**config.mk**
```make
export PLATFORM = sky130hd
export DESIGN_NAME = spm_lane
export DESIGN_NICKNAME = d
export VERILOG_FILES = /design/src/servo_esc_pulse_mapper_defines.svh /design/src/spm_pkg.sv /design/src/spm_div_stage.sv /design/src/spm_lane.sv
export SDC_FILE = /design/constraint.sdc
export NUM_CORES = 2
export LEC_CHECK = 0
export BUFFER_PORTS_ARGS = -buffer_cell sky130_fd_sc_hd__buf_2
export CORE_UTILIZATION = 40
export CTS_CLUSTER_DIAMETER = 100
export DETAILED_ROUTE_END_ITERATION = 16
export SLEW_MARGIN = 25
export SYNTH_ARGS = -nofsm -noshare
export SYNTH_HDL_FRONTEND = slang
export SYNTH_SLANG_ARGS = --single-unit
```
**constraint.sdc**
```tcl
create_clock -name clk_i -period 6.35 [get_ports clk_i]
set_input_delay 0.3175 -clock clk_i [delete_from_list [all_inputs] [get_ports clk_i]]
set_output_delay 0.3175 -clock clk_i [all_outputs]
set_load 0.02 [all_outputs]
```
**src/servo_esc_pulse_mapper_defines.svh**
```systemverilog
// Assertion macros for the servo and ESC pulse mapper.
// Needs a clock clk_i and an active-low reset rst_ni wherever it is used.
`ifndef SERVO_ESC_PULSE_MAPPER_DEFINES_SVH
`define SERVO_ESC_PULSE_MAPPER_DEFINES_SVH
`ifndef SYNTHESIS
`define SPM_ASSERT_IMPL(lbl, ante, cons) \
  lbl: assert property (@(posedge clk_i) disable iff (!rst_ni) (ante) |-> (cons)) \
    else $error("assertion failed");
`define SPM_ASSERT_NEXT(lbl, ante, cons) \
  lbl: assert property (@(posedge clk_i) disable iff (!rst_ni) (ante) |=> (cons)) \
    else $error("assertion failed");
`else
`define SPM_ASSERT_IMPL(lbl, ante, cons)
`define SPM_ASSERT_NEXT(lbl, ante, cons)
`endif
`endif

```
**src/spm_pkg.sv**
```systemverilog
// Types and constants shared by the pulse mapper modules.
// No dependencies.
package spm_pkg;

  localparam int unsigned NsW       = 26;
  localparam int unsigned QuoW      = 26;
  localparam int unsigned SpanW     = 15;
  localparam int unsigned NumW      = 41;
  localparam int unsigned DivSteps  = QuoW;
  localparam int unsigned LaneStages = DivSteps + 4;
  localparam int unsigned NumStages  = LaneStages + 1;
  localparam logic [9:0]  NsPerUs   = 10'd1000;

  typedef enum logic [2:0] {
    RegSteerLim   = 3'd0,
    RegThrotLim   = 3'd1,
    RegLeftIsMax  = 3'd2,
    RegSteerLeft  = 3'd3,
    RegSteerRight = 3'd4,
    RegSpeedFull  = 3'd5,
    RegTimeout    = 3'd6,
    RegPeriod     = 3'd7
  } spm_reg_e;

  typedef struct packed {
    logic               cmd_present;
    logic [15:0]        age_ms;
    logic signed [15:0] steering_mrad;
    logic signed [15:0] speed_mmps;
  } spm_in_t;

  typedef struct packed {
    logic [31:0] steering_duty_ns;
    logic [31:0] throttle_duty_ns;
    logic        stale;
  } spm_out_t;

  typedef struct packed {
    logic             stale;
    logic             neg;
    logic [15:0]      absdiff;
    logic [SpanW-1:0] mag;
    logic [SpanW-1:0] span;
    logic [15:0]      neu;
    logic [15:0]      mn;
    logic [15:0]      mx;
  } spm_lane_in_t;

  typedef struct packed {
    logic             stale;
    logic             neg;
    logic             zspan;
    logic [SpanW-1:0] span;
    logic [NsW-1:0]   neu_ns;
    logic [NsW-1:0]   mn_ns;
    logic [NsW-1:0]   mx_ns;
  } spm_meta_t;

  typedef struct packed {
    spm_meta_t        meta;
    logic [SpanW-1:0] rem;
    logic [QuoW-1:0]  num;
    logic [QuoW-1:0]  quo;
  } spm_div_t;

endpackage

```
**src/spm_div_stage.sv**
```systemverilog
// One restoring division step: one quotient bit per stage.
// Depends on spm_pkg.
module spm_div_stage (
  input  logic              clk_i,
  input  logic              en_i,
  input  spm_pkg::spm_div_t div_i,
  output spm_pkg::spm_div_t div_o
);
  import spm_pkg::*;

  logic [SpanW:0]   r2;
  logic [SpanW:0]   diff;
  logic             ge;
  spm_div_t         div_d;
  spm_div_t         div_q;

  always_comb begin
    r2   = {div_i.rem, div_i.num[QuoW-1]};
    diff = r2 - {1'b0, div_i.meta.span};
    ge   = (r2 >= {1'b0, div_i.meta.span});
    div_d      = div_i;
    div_d.rem  = ge ? diff[SpanW-1:0] : r2[SpanW-1:0];
    div_d.num  = {div_i.num[QuoW-2:0], 1'b0};
    div_d.quo  = {div_i.quo[QuoW-2:0], ge};
  end

  always_ff @(posedge clk_i) begin
    if (en_i) begin
      div_q <= div_d;
    end
  end

  assign div_o = div_q;
endmodule

```
**src/spm_lane.sv**
```systemverilog
// Datapath of one channel: scale, multiply, divide by span, round, clamp, bound.
// Depends on spm_pkg and spm_div_stage.
module spm_lane (
  input  logic                             clk_i,
  input  logic [spm_pkg::LaneStages-1:0]   en_i,
  input  spm_pkg::spm_lane_in_t            lane_i,
  input  logic [31:0]                      period_i,
  output logic [31:0]                      duty_o,
  output logic                             stale_o
);
  import spm_pkg::*;

  spm_meta_t        m1_d, m1_q;
  logic [NsW-1:0]   dns_d, dns_q;
  logic [SpanW-1:0] mag_q;
  logic [NumW-1:0]  n;
  spm_div_t         div2_d, div2_q;
  spm_div_t         div_w [DivSteps+1];
  spm_div_t         dq;
  logic [SpanW:0]   rem2;
  logic             up;
  logic [QuoW:0]    q;
  logic signed [27:0] neu_s;
  logic signed [27:0] v_d, v_q;
  logic               st_q;
  logic [NsW-1:0]     mn_q, mx_q;
  logic signed [27:0] c;
  logic [31:0]        duty_d, duty_q;
  logic               st_out_q;

  always_comb begin
    m1_d.stale  = lane_i.stale;
    m1_d.neg    = lane_i.neg;
    m1_d.zspan  = (lane_i.span == '0);
    m1_d.span   = lane_i.span;
    m1_d.neu_ns = NsW'(lane_i.neu) * NsW'(NsPerUs);
    m1_d.mn_ns  = NsW'(lane_i.mn) * NsW'(NsPerUs);
    m1_d.mx_ns  = NsW'(lane_i.mx) * NsW'(NsPerUs);
    dns_d       = NsW'(lane_i.absdiff) * NsW'(NsPerUs);
  end

  always_ff @(posedge clk_i) begin
    if (en_i[0]) begin
      m1_q  <= m1_d;
      dns_q <= dns_d;
      mag_q <= m1_d.zspan ? '0 : lane_i.mag;
    end
  end

  always_comb begin
    n           = NumW'(dns_q) * NumW'(mag_q);
    div2_d.meta = m1_q;
    div2_d.rem  = n[NumW-1:QuoW];
    div2_d.num  = n[QuoW-1:0];
    div2_d.quo  = '0;
  end

  always_ff @(posedge clk_i) begin
    if (en_i[1]) begin
      div2_q <= div2_d;
    end
  end

  assign div_w[0] = div2_q;

  for (genvar i = 0; i < DivSteps; i++) begin : g_div
    spm_div_stage u_step (
      .clk_i (clk_i),
      .en_i  (en_i[2+i]),
      .div_i (div_w[i]),
      .div_o (div_w[i+1])
    );
  end

  always_comb begin
    dq    = div_w[DivSteps];
    rem2  = {dq.rem, 1'b0};
    up    = dq.meta.neg ? (rem2 > {1'b0, dq.meta.span}) : (rem2 >= {1'b0, dq.meta.span});
    q     = dq.meta.zspan ? '0 : ({1'b0, dq.quo} + (QuoW+1)'(up));
    neu_s = signed'({2'b00, dq.meta.neu_ns});
    if (dq.meta.stale) begin
      v_d = neu_s;
    end else if (dq.meta.neg) begin
      v_d = neu_s - signed'({1'b0, q});
    end else begin
      v_d = neu_s + signed'({1'b0, q});
    end
  end

  always_ff @(posedge clk_i) begin
    if (en_i[LaneStages-2]) begin
      v_q  <= v_d;
      st_q <= dq.meta.stale;
      mn_q <= dq.meta.mn_ns;
      mx_q <= dq.meta.mx_ns;
    end
  end

  always_comb begin
    c = v_q;
    if (!st_q) begin
      if (v_q < signed'({2'b00, mn_q})) begin
        c = signed'({2'b00, mn_q});
      end else if (v_q > signed'({2'b00, mx_q})) begin
        c = signed'({2'b00, mx_q});
      end
    end
    if (c <= 28'sd0) begin
      duty_d = '0;
    end else if (32'(c[26:0]) >= period_i) begin
      duty_d = period_i;
    end else begin
      duty_d = 32'(c[26:0]);
    end
  end

  always_ff @(posedge clk_i) begin
    if (en_i[LaneStages-1]) begin
      duty_q   <= duty_d;
      st_out_q <= st_q;
    end
  end

  assign duty_o  = duty_q;
  assign stale_o = st_out_q;
endmodule

```
==> metrics.txt <==
status=finished, violations left; failing checks=setup timing; Mapped Avg Cell Area=15.8 µm²; die area=396000 µm²; crit path time final=6.50 ns; reg2reg setup slack=-0.15 ns; DP HPWL=194000 µm; Die Y=629 µm; Syn-to-layout area delta=15.0%; Vias=77235; Async SR Flop Fraction=0; post-DR wirelength/cell=16.2 µm; Post-synth EDFFs=3614; share of the clock period used by the worst path=1.02; I/O pin count=192; Max clock buf depth=4; reg2reg path depth=23; FF-to-FF Start=dns_q[14]$_DFFE_PP_; commonest non-fill, non-tap cell in the layout=edfxtp_1; CP Capture Type=flip-flop; H-tree level count=5; RSZ-0062 raised after global routing=true; width of the die=629 µm; final antenna-violating net count=0; Post-Synthesis Cells=9964; Layout Utilization=0.463; Hold Crit Depth=3; DRC viols=0; hold crit path type=input port to flip-flop; Overflow after GRT=0; Yosys cell types=83; CP startpoint kind=flip-flop; GPL Wtd Cong=0.851; Least-Margin Pin Slew=1.01 ns; Initial Utilization=0.403; max cap viols=0; Hold Path End=div2_d[125]$_DFFE_PP_; drt first pass iters=7; Ys Warns=0; initial antenna violation count=13; CTS tree=built; critical path peak fanout=7; fmax=154 MHz; Setup CP Type=flip-flop to flip-flop; Root Buffer=clkbuf_16; total CTS buffers=371; final net count=12349; synthesized area=157000 µm²; row cnt=229; Setup Skew=0.0585 ns; Worst EP required=7.02 ns; GR Util All Layers=0.132; most frequent cells in the layout=edfxtp_1, inv_1, ha_1; Core ar.=390000 µm²; pins over their slew limit=0; vias in the first global route=80579; Post-Route WL=264000 µm; Slew headroom=0.328; clock sink total=3614; IO buf count=191; hold path start=lane_i[35]; setup ws final=-0.154 ns; clk_lat worst skew=0.93 ns; WP data arrival=7.17 ns; sequential share of the synthesized area=0.690; setup TNS=-0.502 ns; Worst-path clk slew=0.06 ns; share of layout cells above drive strength 1=0.135; first-pass GRT wire length=429000 µm; drt initial violations=3549; endpoints failing setup=5; #FFs+latches synth=3614; FF-to-FF End=div2_q[65]$_DFFE_PP_; FILL cells=33383; most common flop cell mapped by yosys=edfxtp_1; pin count of the biggest net entering global routing=127; Final Hold Fails=0; Via density=4.73
synth_stat cells (18+ instances only):
master    count  area (µm²)
or2_2        27         169
nand3_1     139         696
nor2_1      570        2140
ha_1        843       10500
xnor2_1     297        2600
and2_1      205        1280
a211oi_1     37         278
o22ai_1      18         113
fa_1        514       10300
a211oi_2     18         225
nor3_1      154         771
nor2b_1     127         795
mux2_2      198        2230
a21boi_0     65         488
a21o_1       78         586
o21ai_0     263        1320
xor2_1      123        1080
nand2_1     494        1850
clkbuf_1    146         548
nand2b_1     53         332
a41o_1       47         470
o21a_1       24         180
nor4_1       57         357
o41a_1       42         473
o21bai_1     24         180
or3_1        30         188
inv_1      1031        3870
edfxtp_1   3614      109000
o31ai_1      24         180
nand4_1      97         607
and3_1       24         150
mux2i_1      42         420
a21oi_1     358        1790
what timing repair did:
action                                   CTS  global route
resized for setup                        142            80
pin swaps                                123            36
setup buffers                             48             7
hold buffers                             103             1
endpoints found under the setup margin    23            21
cloned                                     1             0
endpoints found under the hold margin   1254            21
state kept, by name, indices dropped and copies added (netlist names):
| register | cells |
|---|---|
| div2_d | 87 |
| div2_q | 125 |
| dns_q | 23 |
| duty_o | 32 |
| g_div.u_step.div_o | 3256 |
| mag_q | 15 |
| mn_q | 23 |
| mx_q | 23 |
| st_q | 1 |
| stale_o | 1 |
| v_q | 28 |
stage by stage:
stage / setup WS (ns) / cell area [µm²] / std cells / hold WS, ns
after floorplan: -0.131 / 157000 / 9968 / 0.400
after global placement: -0.747 / 167000 / 15497 / 0.401
after detailed placement: -0.729 / 167000 / 15498 / 0.405
after CTS: -0.132 / 180000 / 16311 / 0.00180
after global routing: -0.334 / 181000 / 16324 / 0.0591
final: -0.154 / 181000 / 16328 / 0.106
how the worst max path moves through the flow:
| stage | startpoint | endpoint | slack [ns] | cells past startpoint |
|---|---|---|---|---|
| 4_1_cts | dns_q[15]$_DFFE_PP_ | div2_q[65]$_DFFE_PP_ | -0.13 | 24 |
| 3_3_place_gp | mag_q[14]$_SDFFCE_PP0P_ | div2_q[66]$_DFFE_PP_ | -0.75 | 23 |
| 3_5_place_dp | mag_q[14]$_SDFFCE_PP0P_ | div2_q[66]$_DFFE_PP_ | -0.73 | 23 |
| 2_1_floorplan | mag_q[2]$_SDFFCE_PP0P_ | div2_q[66]$_DFFE_PP_ | -0.13 | 25 |
| 5_1_grt | dns_q[12]$_DFFE_PP_ | div2_q[65]$_DFFE_PP_ | -0.33 | 25 |
| 6_report | dns_q[14]$_DFFE_PP_ | div2_q[65]$_DFFE_PP_ | -0.15 | 23 |
layout make-up:
class | count | area (µm²) | share of cell area
clock buffers | 440 | 9610 | 0.0531
clock inverters | 222 | 2060 | 0.0114
well taps | 5197 | 6500 | 0.0360
flip-flops and latches | 3614 | 109000 | 0.600
diodes | 9 | 22.5 | 0.000125
inverters | 1032 | 3870 | 0.0214
repair buffers | 662 | 5240 | 0.0290
multi-input cells | 5152 | 45000 | 0.249
worst max-delay path, stage by stage, from the launching register on:
cell and delay, ns:
edfxtp_1 0.38, buf_6 0.16, buf_6 0.14, buf_4 0.13
and2_1 0.17, fa_2 0.62, fa_2 0.46, fa_1 0.56
fa_2 0.45, fa_1 0.54, inv_2 0.04, fa_1 0.52
inv_1 0.05, ha_2 0.18, buf_4 0.14, or3_4 0.33
o211ai_1 0.27, nand2_2 0.16, a2111oi_4 0.28, o31ai_4 0.11
a21oi_2 0.20, o2111ai_1 0.12, o211ai_1 0.13, xnor2_1 0.11
kinds of logic after synthesis:
group | share of synthesized area
DFF | 0.690
and+or+nand+nor | 0.0610
adders and majority gates | 0.133
buffers and inverters | 0.0290
AOI/OAI and AO/OA | 0.0469
xor gates and xnor gates | 0.0234
muxes | 0.0169
other | 0.0000239
per-layer routing:
metal	global-route usage	up-vias	share of wire
met5	0	-	0.00013
met4	0.0400	6	0.027
met3	0.0190	459	0.032
met2	0.231	1092	0.49
met1	0.171	37712	0.45
li1	-	37966	-
Power is not shown: default switching activity piles up to over one toggle a cycle in this logic, so the estimate is an artifact.
